**src/lphm_pkg.sv**
```systemverilog
// Shared types and constants for the linear probing hash map.
`default_nettype none
package lphm_pkg;

	localparam int unsigned SLOTS_DEF = 1024;

	localparam logic [31:0] MIX_C1 = 32'h7feb352d;
	localparam logic [31:0] MIX_C2 = 32'h846ca68b;

	localparam logic [1:0] OP_INSERT = 2'd0;
	localparam logic [1:0] OP_UPSERT = 2'd1;
	localparam logic [1:0] OP_LOOKUP = 2'd2;

	typedef enum logic [1:0] {
		STAT_NEW     = 2'd0,
		STAT_PRESENT = 2'd1,
		STAT_FULL    = 2'd2,
		STAT_ABSENT  = 2'd3
	} status_t;

	typedef enum logic [2:0] {
		ST_CLEAR,
		ST_IDLE,
		ST_HASH,
		ST_READ,
		ST_CHECK,
		ST_RESULT
	} st_t;

	typedef enum logic [2:0] {
		MIX_IDLE,
		MIX_MUL1,
		MIX_XS15,
		MIX_MUL2,
		MIX_XS16,
		MIX_DONE
	} mix_phase_t;

	typedef struct packed {
		logic        used;
		logic [31:0] key;
		logic [31:0] value;
	} entry_t;

endpackage
`default_nettype wire

```
**src/lphm_mix.sv**
```systemverilog
// Iterative 32-bit key mixer built around one shared multiplier.
`default_nettype none
module lphm_mix (
	input  wire logic        clk,
	input  wire logic        arst_n,
	input  wire logic        start,
	input  wire logic [31:0] key,
	output logic             done,
	output logic [31:0]      hash
);
	import lphm_pkg::*;

	mix_phase_t  phase_q;
	mix_phase_t  phase_d;
	logic [31:0] x_q;
	logic [31:0] mul_b;
	logic [31:0] prod;

	assign prod = x_q * mul_b;
	assign hash = x_q;

	always_comb begin
		phase_d = phase_q;
		unique case (phase_q)
			MIX_IDLE: if (start) phase_d = MIX_MUL1;
			MIX_MUL1: phase_d = MIX_XS15;
			MIX_XS15: phase_d = MIX_MUL2;
			MIX_MUL2: phase_d = MIX_XS16;
			MIX_XS16: phase_d = MIX_DONE;
			MIX_DONE: phase_d = MIX_IDLE;
			default:  phase_d = MIX_IDLE;
		endcase
	end

	always_comb begin
		done  = (phase_q == MIX_DONE);
		mul_b = (phase_q == MIX_MUL1) ? MIX_C1 : MIX_C2;
	end

	always_ff @(posedge clk or negedge arst_n) begin
		if (!arst_n) begin
			phase_q <= MIX_IDLE;
		end else begin
			phase_q <= phase_d;
		end
	end

	always_ff @(posedge clk) begin
		case (phase_q)
			MIX_IDLE: if (start) x_q <= key ^ (key >> 16);
			MIX_MUL1: x_q <= prod;
			MIX_XS15: x_q <= x_q ^ (x_q >> 15);
			MIX_MUL2: x_q <= prod;
			MIX_XS16: x_q <= x_q ^ (x_q >> 16);
			default:  x_q <= x_q;
		endcase
	end

endmodule
`default_nettype wire

```
**config.mk**
```make
export PLATFORM = sky130hd
export DESIGN_NAME = lphm_mix
export DESIGN_NICKNAME = d
export VERILOG_FILES = /design/src/lphm_pkg.sv /design/src/lphm_mix.sv
export SDC_FILE = /design/constraint.sdc
export NUM_CORES = 1
export LEC_CHECK = 0
export ABC_AREA = 1
export BUFFER_PORTS_ARGS = -buffer_cell sky130_fd_sc_hd__buf_2
export CAP_MARGIN = 20
export CORE_MARGIN = 4
export CORE_UTILIZATION = 44
export CTS_BUF_LIST = sky130_fd_sc_hd__clkbuf_4
export DETAILED_ROUTE_END_ITERATION = 12
export RECOVER_POWER = 25
export SYNTH_ARGS = -nofsm -noshare
export SYNTH_HDL_FRONTEND = slang
export SYNTH_SLANG_ARGS = --single-unit
export TNS_END_PERCENT = 10
```
**constraint.sdc**
```tcl
create_clock -name clk -period 9.45 [get_ports clk]
set_input_delay 1.4175 -clock clk [delete_from_list [all_inputs] [get_ports clk]]
set_output_delay 1.4175 -clock clk [all_outputs]
set_load 0.1 [all_outputs]
```
==> out/qor.csv, run 1 <==
metric,value,unit
Avg Inst Size Synth,8.59,um2
GRT overflow,0,
CTS H-Tree Depth,2,
CTS sink count,35,
Clock Root Buffer,clkbuf_4,
min-delay src,phase_q[2],
Crit Path Max Fanout,26,
maximum clock frequency,115,MHz
1st-pass router iterations,5,
crit path from,phase_q[2],
Die X,184,um
global-route wire length before repair,69500,um
post-synthesis cell type count,42,
RSZ-0062 raised after global routing,false,
"most common cell after layout, fill and taps aside",inv_1,
Worst Skew,0.0108,ns
routability cong.,0.939,
1st-iter DRT viols,728,
sequential fraction of the synthesis area,7.61,%
final worst-path cycle share,92.3,%
CP endpoint kind,flip-flop,
Reg-to-Reg Start,phase_q[2],
Initial Utilization,44.5,%
Worst path max stage delay,0.63,ns
largest net degree at the start of global routing,30,
"most used cell, CP",fa_1,
hold_buf cts,0,
cell area after synthesis,0.0136,mm2
cts repair resizes,0,
Synth Register Bits,35,
TNS Setup,0,ns
Final min period,8.72,ns
max_cap viols,0,
vias per cell,5.20,
die height,184,um
max-slew violations,0,
CTS tree,yes,
routed wire length,45800,um
Ys Warns,0,
share of post-route cells with drive strength above 1,5.92,%
CP startpoint kind,flip-flop,
Main synth FF type,edfxtp_1,
Min Hold Slack,0.644,ns
final setup vio count,0,
Post-CTS Setup Inserts,0,
Ports,68,
nets@finish,2164,
run status,finished clean,
hold crit path type,flip-flop to flip-flop,
Fin. Hold Viols,0,
Async SR Flop Fraction,8.57,%
clk buf depth,2,
total number of vias,10800,
GRT Resource Usage Total,27.8,%
PortBufs,67,
Placeable Area,0.0306,mm2
CTS Buf Count,5,
Cells after Synth,1585,
Crit Path Category,flip-flop to flip-flop,
"Req. time, crit path",9.57,ns
CP arrival,8.84,ns
clock-pin slew on the worst setup and hold paths,0.12,ns
clk_lat worst skew,0.35,ns
Worst Max-Slew Pin Slew,0.991,ns
drt wl/cell,22.0,um
Worst slew margin,33.7,%
Critical-path top delay cell,nor2_2,
hpwl dp,41200,um
most frequent cells in the layout,"inv_1 (465), fa_1 (280), nand2_1 (231), ha_1 (162), o21ai_0 (77)",
"Area growth, synth to finish",7.63,%
antenna violations before repair,1,
Rows,64,
Antenna Violating Nets Remaining,0,
Die ar.,0.0338,mm2
Post-synth EDFFs,32,
Post-route DRC,0,
vias in the first global route,11500,
synthesized netlist by cell type (all sizes together), types with 2 or more instances:
master / instances / share of area, %
a31oi: 4 / 0.18
nand4: 3 / 0.14
clkbuf: 13 / 0.37
nor3: 7 / 0.26
o221ai: 7 / 0.45
o211ai: 3 / 0.17
o21ai: 77 / 2.8
a32oi: 5 / 0.32
edfxtp: 32 / 7.1
nand2: 233 / 6.5
a21o: 3 / 0.17
buf: 12 / 0.42
o21bai: 13 / 0.72
nand3b: 2 / 0.11
a211oi: 2 / 0.11
dfrtp: 3 / 0.55
inv: 466 / 13
a21oi: 75 / 2.8
nand3: 40 / 1.5
a22oi: 4 / 0.22
nor2: 63 / 1.8
fa: 280 / 41
xnor2: 35 / 2.3
or2: 2 / 0.092
xor2: 18 / 1.2
o22ai: 12 / 0.55
ha: 162 / 15
conb: 2 / 0.055
kinds of logic after synthesis:
kind of cell / share of synthesized area, %
flip-flops: 7.61
buffers and inverters: 13.6
AND/OR/NAND/NOR: 10.4
AO/OA/AOI/OAI: 8.83
adder cells (fa/ha/maj): 56.0
XOR/XNOR: 3.41
other: 0.0551
state kept, by name (all words and copies together) (netlist names):
signal	flops
hash	32
phase_q	3
worst paths after layout:
check | endpoint | slack [ns] | depth (start not counted)
max reg2reg | hash[31] | 0.73 | 30
max in group asynchronous | phase_q[1] | 8.42 | 1
min reg2reg | hash[16] | 0.64 | 1
max | hash[31] | 0.73 | 30
min in group asynchronous | phase_q[2] | 0.86 | 1
min | hash[16] | 0.64 | 1
layout make-up:
| class | count | area, um2 |
|---|---|---|
| fillers | 3086 | 15900 |
| multi-input cells | 1097 | 10900 |
| inverters | 466 | 1750 |
| flip-flops and latches | 35 | 1040 |
| well taps | 396 | 495 |
| repair buffers | 82 | 447 |
| clock buffers | 7 | 52.6 |
| clock inverters | 1 | 5.00 |
| diodes | 1 | 2.50 |
metrics by stage:
stage	cell area, um2	std cells	worst slack (ns)	utilization [%]
6_report	14700	2085	0.731	47.9
5_1_grt	14700	2084	0.315	47.9
4_1_cts	14700	2083	0.732	47.9
3_5_place_dp	14600	2075	0.779	47.7
3_3_place_gp	14600	2075	0.884	47.7
2_1_floorplan	13800	1623	2.14	-
critical path: cells and delay by family (launching register included):
family | cells | cell delay, ns
AOI/OAI and AO/OA | 4 | 0.65
buffers and inverters | 6 | 0.93
adders and majority gates | 9 | 3.76
DFF | 1 | 0.42
and+or+nand+nor | 11 | 2.71
layer usage:
layer	vias up	part of all wire (%)	track usage, %
li1	4978	-	-
met1	5340	42	37.3
met2	421	46	45.3
met3	99	7.6	4.97
met4	0	4.7	10.5
met5	-	0	0
Power of run 1 is not shown: default switching activity piles up to over one toggle a cycle in this logic, so the estimate is an artifact.
==> run 2, diff against run 1 <==
- RECOVER_POWER: 25 -> 100
==> out/qor.csv, run 2 (same netlist as run 1, synthesis figures left out) <==
metric,value,unit,change
run status,finished clean,,unchanged
TNS Setup,0,ns,unchanged
share of post-route cells with drive strength above 1,3.79,%,was 5.92%
Post-route DRC,0,,unchanged
Crit Path Max Fanout,26,,unchanged
CTS H-Tree Depth,2,,unchanged
Initial Utilization,44.5,%,unchanged
max reg flops,32,,unchanged
routability cong.,0.939,,unchanged
Ports,68,,unchanged
hpwl dp,41200,um,unchanged
cts repair resizes,0,,unchanged
Die ar.,0.0338,mm2,unchanged
post-layout util,47.8,%,was 47.9%
PortBufs,67,,unchanged
Critical-path top delay cell,nor2_2,,unchanged
"Worst Setup Slack, final",0.653,ns,was 0.731 ns
"Area growth, synth to finish",7.29,%,was 7.63%
drt wl/cell,22.1,um,was 22.0 um
total number of vias,10800,,about the same
"most common cell after layout, fill and taps aside",inv_1,,unchanged
r2r worst-path depth,30,,unchanged
die height,184,um,unchanged
Fin. Hold Viols,0,,unchanged
final setup vio count,0,,unchanged
Die X,184,um,unchanged
Crit Path Category,flip-flop to flip-flop,,unchanged
Worst Skew,0.0172,ns,was 0.0108 ns
Placeable Area,0.0306,mm2,unchanged
hold_buf cts,0,,unchanged
CP arrival,8.91,ns,was 8.84 ns
Antenna Violating Nets Remaining,0,,unchanged
Placement Setup Slack,0.779,ns,unchanged
max_cap viols,0,,unchanged
Clock Root Buffer,clkbuf_4,,unchanged
Worst Max-Slew Pin Slew,1.19,ns,was 0.991 ns
RSZ-0062 raised after global routing,false,,unchanged
hold depth,1,,unchanged
CTS tree,yes,,unchanged
1st-iter DRT viols,748,,was 728
vias in the first global route,11500,,unchanged
CP startpoint kind,flip-flop,,unchanged
GRT overflow,0,,unchanged
Worst path max stage delay,0.63,ns,about the same
max-slew violations,0,,unchanged
Post-CTS Setup Inserts,0,,unchanged
clk buf depth,2,,unchanged
"Req. time, crit path",9.57,ns,about the same
clock-pin slew on the worst setup and hold paths,0.12,ns,about the same
largest net degree at the start of global routing,30,,unchanged
"CP delay by family, top",adder cells,,unchanged
Final min period,8.80,ns,was 8.72 ns
nets@finish,2164,,unchanged
final worst-path cycle share,93.1,%,was 92.3%
vias per cell,5.20,,about the same
GRT Resource Usage Total,27.8,%,unchanged
CP Depth,30,,unchanged
maximum clock frequency,114,MHz,was 115 MHz
clk_lat worst skew,0.36,ns,was 0.35 ns
fill count,3112,,"was 3,086"
CTS sink count,35,,unchanged
most frequent cells in the layout,"inv_1 (466), fa_1 (280), nand2_1 (231), ha_1 (162), o21ai_0 (77)",,"was inv_1 (465), fa_1 (280), nand2_1 (231), ha_1 (162), o21ai_0 (77)"
hold crit path type,flip-flop to flip-flop,,unchanged
WP buf/inv,6,,unchanged
global-route wire length before repair,69500,um,unchanged
1st-pass router iterations,6,,was 5
CP endpoint kind,flip-flop,,unchanged
Worst slew margin,21.2,%,was 33.7%
n_diodes,0,,was 1
routed wire length,46000,um,"was 45,800 um"
antenna violations before repair,1,,unchanged
CTS Buf Count,5,,unchanged
Rows,64,,unchanged
Register Area,0.00104,mm2,unchanged
area of the multi-input gates,0.0109,mm2,about the same
==> run 2: per-stage QoR <==
| step | instances | area [um2] | hold WS [ns] |
|---|---|---|---|
| global route | 2084 | 14600 | 0.656 |
| global placement | 2075 | 14600 | 0.602 |
| floorplan | 1623 | 13800 | 0.584 |
| CTS | 2083 | 14700 | 0.634 |
| detailed placement | 2075 | 14600 | 0.609 |
| finish | 2084 | 14600 | 0.619 |
==> run 2: worst paths after layout <==
path	startpoint	to	slack [ns]
max in group asynchronous	arst_n	phase_q[1]	8.43
setup reg to reg	phase_q[2]	hash[31]	0.65
setup / recovery	phase_q[2]	hash[31]	0.65
min in group asynchronous	arst_n	phase_q[2]	0.85
hold reg to reg	phase_q[2]	hash[16]	0.62
hold / removal	phase_q[2]	hash[16]	0.62
==> run 2: final cells by class <==
| cell class | count | area share [%] |
|---|---|---|
| multi-input cells | 1097 | 74.4 |
| repair buffers | 82 | 2.77 |
| clock buffers | 7 | 0.360 |
| inverters | 466 | 12.0 |
| clock inverters | 1 | 0.0342 |
| well taps | 396 | 3.39 |
| flip-flops and latches | 35 | 7.09 |
==> run 2: layer usage <==
layer / GRT usage, % / routed length (um)
met5: 0 / 0
met4: 10.5 / 2010
met3: 4.97 / 3390
met2: 45.3 / 21400
met1: 37.3 / 19200
Power of run 2 is left out for the same reason.
==> run 3, diff against run 2 <==
- MAX_ROUTING_LAYER: default -> met4
==> out/qor.csv, run 3 (same netlist as run 1, synthesis figures left out) <==
metric,value,unit,change
CP arrival,8.91,ns,about the same
Metal-1 WL,19500,um,"was 19,200 um"
Ports,68,,unchanged
fill count,3114,,"was 3,112"
CP Depth,30,,unchanged
Die ar.,0.0338,mm2,unchanged
Worst Skew,0.00770,ns,was 0.0172 ns
largest net degree at the start of global routing,41,,was 30
Clock Root Buffer,clkbuf_4,,unchanged
clk buf depth,2,,unchanged
antenna violations before repair,0,,was 1
TNS Setup,0,ns,unchanged
Critical Path End,hash[31],,unchanged
Worst Max-Slew Pin Slew,1.19,ns,about the same
drt wl/cell,22.1,um,about the same
maximum clock frequency,114,MHz,about the same
total number of vias,10800,,about the same
Worst slew margin,21.2,%,about the same
GRT Resource Usage Total,28.9,%,was 27.8%
CTS Buf Count,5,,unchanged
CP endpoint kind,flip-flop,,unchanged
CP startpoint kind,flip-flop,,unchanged
routability cong.,0.965,,was 0.939
hpwl dp,41200,um,about the same
Placeable Area,0.0306,mm2,unchanged
"Area growth, synth to finish",7.48,%,was 7.29%
most frequent cells in the layout,"inv_1 (466), fa_1 (280), nand2_1 (231), ha_1 (162), o21ai_0 (77)",,unchanged
final setup vio count,0,,unchanged
R2R setup slack,0.67,ns,was 0.65 ns
final worst-path cycle share,92.9,%,was 93.1%
Crit Path Category,flip-flop to flip-flop,,unchanged
WL met2,21500,um,"was 21,400 um"
r2r worst-path depth,30,,unchanged
nets@finish,2165,,"was 2,164"
max_cap viols,0,,unchanged
Reg-to-Reg Start,phase_q[2],,unchanged
RR Endpoint,hash[31],,unchanged
routed wire length,46000,um,about the same
GRT overflow,0,,unchanged
Post-CTS Setup Inserts,0,,unchanged
Crit Path Max Fanout,26,,unchanged
uppermost layer routed,met4,,unchanged
Die X,184,um,unchanged
die height,184,um,unchanged
CTS tree,yes,,unchanged
clk_lat worst skew,0.36,ns,about the same
CTS sink count,35,,unchanged
crit path from,phase_q[2],,unchanged
Rows,64,,unchanged
n_diodes,0,,unchanged
Post-route DRC,0,,unchanged
1st-iter DRT viols,713,,was 748
clock-pin slew on the worst setup and hold paths,0.11,ns,was 0.12 ns
vias in the first global route,11700,,was 11.5k
WP buf/inv,6,,unchanged
max-slew violations,0,,unchanged
Worst path max stage delay,0.55,ns,was 0.63 ns
global-route wire length before repair,70400,um,"was 69,500 um"
Fin. Hold Viols,0,,unchanged
PortBufs,67,,unchanged
share of post-route cells with drive strength above 1,3.67,%,was 3.79%
run status,finished clean,,unchanged
"most common cell after layout, fill and taps aside",inv_1,,unchanged
Initial Utilization,44.5,%,unchanged
Critical-path top delay cell,fa_1,,was nor2_2
Final min period,8.78,ns,was 8.80 ns
DR WL met3,3070,um,was 3390 um
hold crit path type,flip-flop to flip-flop,,unchanged
"Req. time, crit path",9.58,ns,was 9.57 ns
Antenna Violating Nets Remaining,0,,unchanged
hold depth,1,,unchanged
hold_buf cts,0,,unchanged
RSZ-0062 raised after global routing,false,,unchanged
max reg flops,32,,unchanged
CTS H-Tree Depth,2,,unchanged
"CP delay by family, top",adder cells,,unchanged
1st-pass router iterations,6,,unchanged
vias per cell,5.17,,was 5.20
## run 3: cell count changes in the layout (fill, tap and decap cells not counted), sizes merged
| cell | change |
|---|---|
| bufinv | +1 |
| clkbuf | -1 |
| clkinv | +1 |
## run 3: timing repair
action / CTS / global route
endpoints found under the setup margin: 0 / 2
hold endpoints to repair: 0 / 0
resized for setup: 0 / 1
## run 3: area by class of cell
cell class | count | area, um2 | share of cell area (%)
tap | 396 | 495 | 3.38
clock inverter | 3 | 38.8 | 0.265
multi-input combinational | 1097 | 10900 | 74.3
timing repair buffer | 83 | 409 | 2.79
clock buffer | 5 | 37.5 | 0.256
sequential | 35 | 1040 | 7.08
inverter | 466 | 1750 | 11.9
## run 3: worst min path at each step
stage          startpoint       end  slack [ns]
6_report       phase_q[2]  hash[16]        0.62
5_1_grt        phase_q[2]  hash[16]        0.65
4_1_cts        phase_q[2]  hash[16]        0.64
3_5_place_dp   phase_q[2]  hash[16]        0.60
3_3_place_gp   phase_q[2]  hash[16]        0.60
2_1_floorplan  phase_q[2]  hash[16]        0.58
## run 3: worst register-to-register path: cells and delay by family, from the launching register on
family          cells  cell delay [ns]
compound gates      4             0.67
fa+ha+maj           9             3.81
buf+inv             6             1.06
flops               1             0.41
simple gates       11             2.62
## run 3: metal layers
metal  vias to the layer above  track usage (%)
li1                       4982                -
met1                      5308             37.6
met2                       392             46.7
met3                        88             4.29
met4                         0             9.49
met5                         -                -
## run 3: stage by stage
stage	utilization [%]	instances	hold slack, ns	setup slack (ns)	area [um2]
after global routing	47.9	2085	0.652	0.154	14600
after CTS	48.0	2084	0.641	0.412	14700
after global placement	47.7	2076	0.599	0.442	14600
after detailed placement	47.7	2076	0.599	0.474	14600
after floorplan	-	1623	0.584	2.14	13800
final	47.9	2085	0.622	0.670	14600
Power of run 3 is left out for the same reason.
